**config.mk**
```make
export PLATFORM = sky130hd
export DESIGN_NAME = bsp_header_validator
export DESIGN_NICKNAME = d
export VERILOG_FILES = /design/src/hw/rtl/bsphv_pkg.sv /design/src/hw/rtl/bsp_header_validator.sv
export SDC_FILE = /design/constraint.sdc
export NUM_CORES = 1
export LEC_CHECK = 0
export BUFFER_PORTS_ARGS = -buffer_cell sky130_fd_sc_hd__buf_4
export CAP_MARGIN = 5
export CORE_ASPECT_RATIO = 0.5
export CORE_MARGIN = 3
export CORE_UTILIZATION = 32
export DETAILED_ROUTE_END_ITERATION = 12
export MAX_ROUTING_LAYER = met4
export PLACE_DENSITY_LB_ADDON = 0.2
export SYNTH_ARGS = -nofsm -noshare
export SYNTH_HDL_FRONTEND = slang
export SYNTH_SLANG_ARGS = --single-unit
```
**constraint.sdc**
```tcl
create_clock -name aclk -period 25.6 [get_ports aclk]
set_input_delay 3.84 -clock aclk [delete_from_list [all_inputs] [get_ports aclk]]
set_output_delay 3.84 -clock aclk [all_outputs]
set_load 0.02 [all_outputs]
```
**src/hw/rtl/bsphv_pkg.sv**
```systemverilog
// ----------------------------------------------------------------------------
// bsphv_pkg
// Types, codes and constant tables for the BSP header validator: payload
// structs, verdict codes, config register indexes, lump element sizes and the
// nibble weights used for the running length remainder.
// ----------------------------------------------------------------------------
package bsphv_pkg;

    // verdict codes
    typedef enum logic [2:0] {
        ST_OK          = 3'd0,
        ST_SHORT       = 3'd1,
        ST_BAD_IDENT   = 3'd2,
        ST_BAD_VERSION = 3'd3,
        ST_NEGATIVE    = 3'd4,
        ST_PAST_END    = 3'd5,
        ST_NOT_WHOLE   = 3'd6
    } status_t;

    // config register indexes
    localparam logic [1:0] REG_FILE_LENGTH    = 2'd0;
    localparam logic [1:0] REG_MAGIC_WORD     = 2'd1;
    localparam logic [1:0] REG_FORMAT_VERSION = 2'd2;

    // bytes 'R','B','S','P' read little-endian
    localparam logic [31:0] MAGIC_RESET   = 32'h5053_4252;
    localparam logic [31:0] VERSION_RESET = 32'd1;

    typedef struct packed {
        logic [7:0] byte_value;
        logic       header_start;
    } in_item_t;

    typedef struct packed {
        status_t     status;
        logic [4:0]  failed_lump;
        logic [30:0] lump_length;
        logic [7:0]  entry_size;
    } out_item_t;

    // element size of each lump, zero means plain bytes
    function automatic logic [7:0] elem_size(input logic [4:0] lump);
        logic [7:0] es;
        unique case (lump)
            5'd1:    es = 8'd72;
            5'd2:    es = 8'd16;
            5'd3:    es = 8'd36;
            5'd4:    es = 8'd48;
            5'd5:    es = 8'd4;
            5'd6:    es = 8'd4;
            5'd7:    es = 8'd40;
            5'd8:    es = 8'd12;
            5'd9:    es = 8'd12;
            5'd10:   es = 8'd80;
            5'd12:   es = 8'd72;
            5'd13:   es = 8'd148;
            default: es = 8'd0;
        endcase
        return es;
    endfunction

    // 16^nib mod es, for every element size in the table
    function automatic logic [7:0] nib_weight(input logic [7:0] es, input logic [2:0] nib);
        logic [7:0] w;
        w = 8'd0;
        if (nib == 3'd0) begin
            w = 8'd1;
        end else begin
            unique case (es)
                8'd72: begin
                    unique case (nib)
                        3'd1, 3'd4, 3'd7: w = 8'd16;
                        3'd2, 3'd5:       w = 8'd40;
                        default:          w = 8'd64;
                    endcase
                end
                8'd36: begin
                    unique case (nib)
                        3'd1, 3'd4, 3'd7: w = 8'd16;
                        3'd2, 3'd5:       w = 8'd4;
                        default:          w = 8'd28;
                    endcase
                end
                8'd48, 8'd40, 8'd80: w = 8'd16;
                8'd12:               w = 8'd4;
                8'd148: begin
                    unique case (nib)
                        3'd1:    w = 8'd16;
                        3'd2:    w = 8'd108;
                        3'd3:    w = 8'd100;
                        3'd4:    w = 8'd120;
                        3'd5:    w = 8'd144;
                        3'd6:    w = 8'd84;
                        default: w = 8'd12;
                    endcase
                end
                default: w = 8'd0;
            endcase
        end
        return w;
    endfunction

    // reduce a value below 31*es to its remainder, five compare-subtract steps
    function automatic logic [7:0] reduce_mod(input logic [12:0] t, input logic [7:0] es);
        logic [12:0] acc;
        logic [12:0] sub;
        acc = t;
        for (int i = 4; i >= 0; i--) begin
            sub = 13'(es) << i;
            if (acc >= sub) begin
                acc = acc - sub;
            end
        end
        return acc[7:0];
    endfunction

endpackage

```
**src/hw/rtl/bsp_header_validator.sv**
```systemverilog
// ----------------------------------------------------------------------------
// bsp_header_validator
// Streaming check of a BSP map header, one byte per transfer, against a
// configured file length, identifier and version.
// ----------------------------------------------------------------------------
// usage:
//   s_ channel carries one header byte per transfer, header_start marks the
//   first byte of a header and restarts the check. m_ channel carries the
//   verdict: at most one per header, on the byte that decides it (ok after
//   the last byte, or the first failure with its lump index, length and
//   element size). bytes after a verdict are dropped until the next start.
//   config port writes file_length, magic_word and format_version; write
//   only while no byte is in flight.
// timing:
//   one byte per cycle sustained while no held verdict blocks the pipeline.
//   a byte sits in the input register, is checked by the combinational
//   pass and its verdict lands in the output register, which drives
//   m_valid and m_data.
// reset:
//   aresetn low clears both pipeline registers, loads config defaults and
//   leaves the checker idle until a header start.
// stalls:
//   while m_ready is low a held verdict blocks the pipeline, and s_ready
//   drops once the input register is also full.
// ----------------------------------------------------------------------------
module bsp_header_validator
    import bsphv_pkg::*;
#(
    parameter int LUMP_COUNT = 18
) (
    input  logic        aclk,
    input  logic        aresetn,

    input  logic        s_valid,
    output logic        s_ready,
    input  in_item_t    s_data,

    output logic        m_valid,
    input  logic        m_ready,
    output out_item_t   m_data,

    input  logic        cfg_wr_en,
    input  logic [1:0]  cfg_index,
    input  logic [31:0] cfg_wr_data
);

    localparam int HEADER_BYTES = 8 + 8 * LUMP_COUNT;
    localparam int POS_W        = $clog2(HEADER_BYTES);

    // config registers
    logic [31:0] file_length_reg;
    logic [31:0] magic_word_reg;
    logic [31:0] format_version_reg;

    // input register
    logic        in_vld_reg;
    in_item_t    in_item_reg;

    // header walk state
    logic [POS_W-1:0] pos_reg,     pos_next;
    logic [31:0]      word_reg,    word_next;
    logic [31:0]      offset_reg,  offset_next;
    logic [7:0]       rem_reg,     rem_next;
    logic             verdict_reg, verdict_next;

    // output register
    logic        m_vld_reg;
    out_item_t   m_item_reg;

    logic        adv;
    logic        emit;
    out_item_t   res;

    logic             start;
    logic [7:0]       b;
    logic [POS_W-1:0] pos_eff;
    logic [1:0]       k;
    logic [POS_W-1:0] rel;
    logic [2:0]       lump_byte;
    logic [4:0]       lump;
    logic [7:0]       es;
    logic             in_lumps;
    logic [7:0]       rem_base;
    logic [7:0]       w_lo, w_hi;
    logic [12:0]      rem_sum;
    logic [32:0]      lump_end;

    // byte leaves the input register whenever the output register can take it
    assign adv     = in_vld_reg && (!m_vld_reg || m_ready);
    assign s_ready = !in_vld_reg || adv;
    assign m_valid = m_vld_reg;
    assign m_data  = m_item_reg;

    always_ff @(posedge aclk) begin
        if (!aresetn) begin
            file_length_reg    <= '0;
            magic_word_reg     <= MAGIC_RESET;
            format_version_reg <= VERSION_RESET;
        end else if (cfg_wr_en) begin
            unique case (cfg_index)
                REG_FILE_LENGTH:    file_length_reg    <= cfg_wr_data;
                REG_MAGIC_WORD:     magic_word_reg     <= cfg_wr_data;
                REG_FORMAT_VERSION: format_version_reg <= cfg_wr_data;
                default: ;
            endcase
        end
    end

    always_ff @(posedge aclk) begin
        if (!aresetn) begin
            in_vld_reg <= 1'b0;
        end else if (s_ready) begin
            in_vld_reg <= s_valid;
        end
    end

    always_ff @(posedge aclk) begin
        if (s_ready && s_valid) begin
            in_item_reg <= s_data;
        end
    end

    // single pass over the byte in the input register
    always_comb begin
        start     = in_item_reg.header_start;
        b         = in_item_reg.byte_value;
        pos_eff   = start ? '0 : pos_reg;
        k         = pos_eff[1:0];
        rel       = pos_eff - POS_W'(8);
        lump_byte = rel[2:0];
        lump      = 5'(rel >> 3);
        in_lumps  = (pos_eff >= POS_W'(8));
        es        = elem_size(lump);

        pos_next     = pos_reg;
        word_next    = word_reg;
        offset_next  = offset_reg;
        rem_next     = rem_reg;
        verdict_next = verdict_reg;
        emit         = 1'b0;
        res          = '{status: ST_OK, failed_lump: '0, lump_length: '0, entry_size: '0};

        // byte lands in its lane of the little-endian word
        if (k == 2'd0) begin
            word_next = {24'd0, b};
        end else begin
            word_next = word_reg | ({24'd0, b} << {k, 3'b000});
        end

        // remainder of the length word by the element size, nibble by nibble
        rem_base = (lump_byte == 3'd4 || start) ? 8'd0 : rem_reg;
        w_lo     = nib_weight(es, {k, 1'b0});
        w_hi     = nib_weight(es, {k, 1'b1});
        rem_sum  = 13'(rem_base) + 13'(b[3:0]) * 13'(w_lo) + 13'(b[7:4]) * 13'(w_hi);
        lump_end = {1'b0, offset_reg} + {1'b0, word_next};

        if (start || !verdict_reg) begin
            verdict_next = 1'b0;
            if (start && file_length_reg < 32'(HEADER_BYTES)) begin
                emit       = 1'b1;
                res.status = ST_SHORT;
            end else begin
                if (in_lumps) begin
                    if (lump_byte == 3'd4) begin
                        rem_next = 8'd0;
                    end
                    if (lump_byte >= 3'd4 && es != 8'd0) begin
                        rem_next = reduce_mod(rem_sum, es);
                    end
                    if (lump_byte == 3'd3) begin
                        offset_next = word_next;
                    end
                    if (lump_byte == 3'd7) begin
                        res.failed_lump = lump;
                        res.lump_length = word_next[30:0];
                        res.entry_size  = es;
                        priority if (offset_reg[31] || word_next[31]) begin
                            emit       = 1'b1;
                            res.status = ST_NEGATIVE;
                        end else if (lump_end > {1'b0, file_length_reg}) begin
                            emit       = 1'b1;
                            res.status = ST_PAST_END;
                        end else if (es != 8'd0 && rem_next != 8'd0) begin
                            emit       = 1'b1;
                            res.status = ST_NOT_WHOLE;
                        end else if (32'(pos_eff) + 32'd1 >= 32'(HEADER_BYTES)) begin
                            emit = 1'b1;
                            res  = '{status: ST_OK, failed_lump: '0,
                                     lump_length: '0, entry_size: '0};
                        end else begin
                            emit = 1'b0;
                        end
                    end
                end else if (pos_eff == POS_W'(3)) begin
                    if (word_next != magic_word_reg) begin
                        emit       = 1'b1;
                        res.status = ST_BAD_IDENT;
                    end
                end else if (pos_eff == POS_W'(7)) begin
                    if (word_next != format_version_reg) begin
                        emit       = 1'b1;
                        res.status = ST_BAD_VERSION;
                    end
                end
                // status codes 0..3 carry no lump detail
                if (emit && res.status != ST_NEGATIVE && res.status != ST_PAST_END
                    && res.status != ST_NOT_WHOLE) begin
                    res.failed_lump = '0;
                    res.lump_length = '0;
                    res.entry_size  = '0;
                end
            end
            if (emit) begin
                verdict_next = 1'b1;
            end else begin
                pos_next = pos_eff + POS_W'(1);
            end
        end
    end

    always_ff @(posedge aclk) begin
        if (!aresetn) begin
            pos_reg     <= '0;
            word_reg    <= '0;
            offset_reg  <= '0;
            rem_reg     <= '0;
            verdict_reg <= 1'b1;
        end else if (adv) begin
            pos_reg     <= pos_next;
            word_reg    <= word_next;
            offset_reg  <= offset_next;
            rem_reg     <= rem_next;
            verdict_reg <= verdict_next;
        end
    end

    // output register, reloaded on every advance, else drained by m_ready
    always_ff @(posedge aclk) begin
        if (!aresetn) begin
            m_vld_reg <= 1'b0;
        end else if (adv) begin
            m_vld_reg <= emit;
        end else if (m_ready) begin
            m_vld_reg <= 1'b0;
        end
    end

    always_ff @(posedge aclk) begin
        if (adv && emit) begin
            m_item_reg <= res;
        end
    end

    // ---------------------------------------------------------------- checks
    // a verdict always leaves the checker idle until the next start
    a_verdict_sets_idle: assert property (@(posedge aclk) disable iff (!aresetn)
        (adv && emit) |=> verdict_reg)
        else $error("verdict transfer did not mark header as judged");

    // the walk never runs past the header
    a_pos_in_range: assert property (@(posedge aclk) disable iff (!aresetn)
        (32'(pos_reg) < 32'(HEADER_BYTES)))
        else $error("byte position beyond header size");

    // an empty output register never blocks the input side
    a_ready_when_empty: assert property (@(posedge aclk) disable iff (!aresetn)
        (!m_vld_reg || !in_vld_reg) |-> s_ready)
        else $error("input stalled with free pipeline space");

    // lump detail only comes with the lump failures
    a_detail_only_on_lump: assert property (@(posedge aclk) disable iff (!aresetn)
        (m_vld_reg && (m_item_reg.status == ST_OK || m_item_reg.status == ST_SHORT
            || m_item_reg.status == ST_BAD_IDENT || m_item_reg.status == ST_BAD_VERSION))
        |-> (m_item_reg.failed_lump == '0 && m_item_reg.lump_length == '0
            && m_item_reg.entry_size == '0))
        else $error("lump detail on a non-lump verdict");

endmodule

```
==> summary.txt <==
Finish
  • Max FFs per register: 45
  • Final core occ: 37.89%
  • Layout Nets: 2,334
  • Layout cell share with drive strength beyond 1: 9.826%
  • N_diodes: 0
  • Area Growth Syn to Fin: 14.63%

Logic synthesis
  • Asr flop ratio synth: 0%
  • Mapped Area: 16,380 µm²
  • Top post-synthesis cells by area: dfxtp_1 (22%), ha_1 (10%), edfxtp_1 (9.9%), nand2_1 (8.6%), a21oi_1 (7.2%)
  • Mapped Avg Cell Area: 8.031 µm²
  • Syn Inst Count: 2,040
  • Most frequent cells after synthesis: nand2_1 (377), a21oi_1 (237), dfxtp_1 (179)
  • Sequential-to-total area share from yosys stat: 31.77%
  • Most frequent cell after synthesis: nand2_1
  • Synth warnings: 0
  • Prevailing post-synth register cell: dfxtp_1
  • Number of synthesized flops with an enable pin: 54
  • Yosys top cell by area: dfxtp_1
  • Yosys cell types: 84
  • Synthesis-stage register bit count: 233
  • Post-synth top area share: 21.87%

Die
  • Initial core utilization: 33.05%
  • Die height: 166.0 µm
  • Die span in x: 326.0 µm
  • Die area: 54,110 µm²
  • Ports: 97
  • Row count: 57
  • Core Area: 49,570 µm²

Critical path
  • Setup crit end kind: register
  • CP Buf/Inv Count: 4
  • Most used cell, CP: ha_1
  • Critical path's top delay family: compound AO/OA/AOI/OAI gates
  • Reg-to-reg slack, setup: 4550 ps
  • Critical path type: reg2reg
  • Critical path's slowest cell: o21ai_4
  • Crit-path max FO: 42
  • CP Launch Type: register
  • Required @ worst endpoint: 25,840 ps
  • Worst EP arrival: 21,300 ps
  • Critical path's largest stage delay: 980 ps

Drt
  • Antenna viol nets, final: 0
  • DR pass1 iterations: 5
  • Drt total wl: 50.36 mm
  • Routed vias/inst: 5.064
  • Wire length per cell: 17.96 µm
  • Vias: 14,200
  • Starting DRC count in detailed routing: 929
  • Drc violations: 0

CTS
  • CTS tree: done
  • Post-CTS Resized: 0
  • CTS clock-pin slew for the worst setup and hold paths: 60 ps
  • CTS Root Cell: clkbuf_16
  • Setup Fix Bufs, Post-CTS: 0
  • Hold buffers post-CTS: 0
  • CTS Buffer Depth: 3
  • # H-tree levels: 1
  • Clock sinks: 233
  • Worst skew pair latency: 550 ps
  • CTS Buf Count: 26

GRT
  • First-pass GRT wire length: 79.65 mm
  • Largest net degree at the start of global routing: 90
  • GRT overflow: 0
  • Vias in the first global route: 13,720
  • Initial antenna violation count: 0
  • Global Route Usage Sum: 18.85%

Run
  • Max Cap Viol: 0

Timing
  • Worst slew pin tran: 1225 ps
  • Final Cycle Share: 82.23%
  • Max-slew violation count: 0
  • Fmax: 0.04750 GHz
  • Setup TNS: 0 ps
  • Fin. Hold Viols: 0
  • Final worst clock skew: 17.12 ps
  • Slew Limit Headroom: 18.04%
  • Post-route minimum period: 21,050 ps
  • Endpoints failing setup: 0
  • RSZ-0062 raised after global routing: no

Power and ir drop
  • P per Cell Area: 45.93 nW/µm²
  • Leak Pwr: 7.844 nW
  • Max rail drop VDD: 43.86 µV

Place
  • Final HPWL from detailed placement: 37.01 mm
  • Final GP Congestion: 0.8447
  • PortBufs: 94

Min path
  • Worst hold path class: reg2reg

Outcome
  • Status: complete, no violations
-- path summary, 6_finish.rpt --
kind         cells after the start                        end                       from
max                             74   m_data[33]$_SDFFCE_PP0P_            start$_DFFE_PP_
min                              2  word_reg[29]$_SDFFE_PN0P_  word_reg[29]$_SDFFE_PN0P_
max reg2reg                     74   m_data[33]$_SDFFCE_PP0P_            start$_DFFE_PP_
min reg2reg                      2  word_reg[29]$_SDFFE_PN0P_  word_reg[29]$_SDFFE_PN0P_
-- cell families (layout without fill, tap and decap cells) --
logic type	count (synthesis)	after routing	synth area share [%]
adder cells (fa/ha/maj)	177	177	15.40
AND/OR/NAND/NOR	797	797	22.40
flip-flops	233	233	31.77
multiplexers	26	26	1.680
other	1	2	0.02289
buffers and inverters	242	328	5.789
XOR/XNOR	124	124	6.629
AO/OA/AOI/OAI	440	440	16.31
-- metrics by stage --
stage          setup WS [ps]  area [µm²]  hold slack, ps  total power, W  instances
5_1_grt                 2520       18780           477.2       0.0008921       2805
3_5_place_dp            4670       17870           446.0       0.0004672       2759
4_1_cts                 4591       18780           455.0       0.0008704       2805
3_3_place_gp            5339       17870           440.7       0.0004673       2759
2_1_floorplan           7210       16390           436.1       0.0004376       2041
6_report                4548       18780           453.2       0.0008626       2805
-- worst min-delay path, cell delays in order, from the launching register on --
cell and delay, ps:
dfxtp_1 310, nand2_1 50, a21oi_1 50
-- final cells by class --
type,instances,area [µm²]
repair buffers,134,1006
well taps,678,848.3
inverters,148,558.0
clock inverters,12,163.9
flip-flops and latches,233,5205
clock buffers,34,742.0
multi-input cells,1566,10260
fillers,5231,30790
-- power by group --
part	total (W)	leakage [nW]	internal, W	switching [W]
clock	0.000403	0.450	0.000243	0.000160
sequential	0.000391	2.00	0.000383	0.00000841
combinational	0.0000682	5.40	0.0000244	0.0000437
total	0.000863	7.84	0.000651	0.000212
-- per-layer routing --
layer	wire (µm)	GRT usage (%)
met3	1994	2.147
met5	0	-
met2	23340	31.03
met4	1091	4.038
met1	23940	24.99
-- cells in the final DEF, fill, tap and decap left out, types with 43 or more instances in the layout --
cell      synthesis  layout
dfxtp_1         179     179
inv_1           146     146
buf_4             2     134
xor2_1           48      48
ha_1            136     135
nor2_1          141     141
nand2_1         377     377
nand3_1          43      43
a21oi_1         237     237
edfxtp_1         54      54
nor3_1           45      45
xnor2_1          76      76
o21ai_0          43      43
Power figures use the tool's default switching activity.
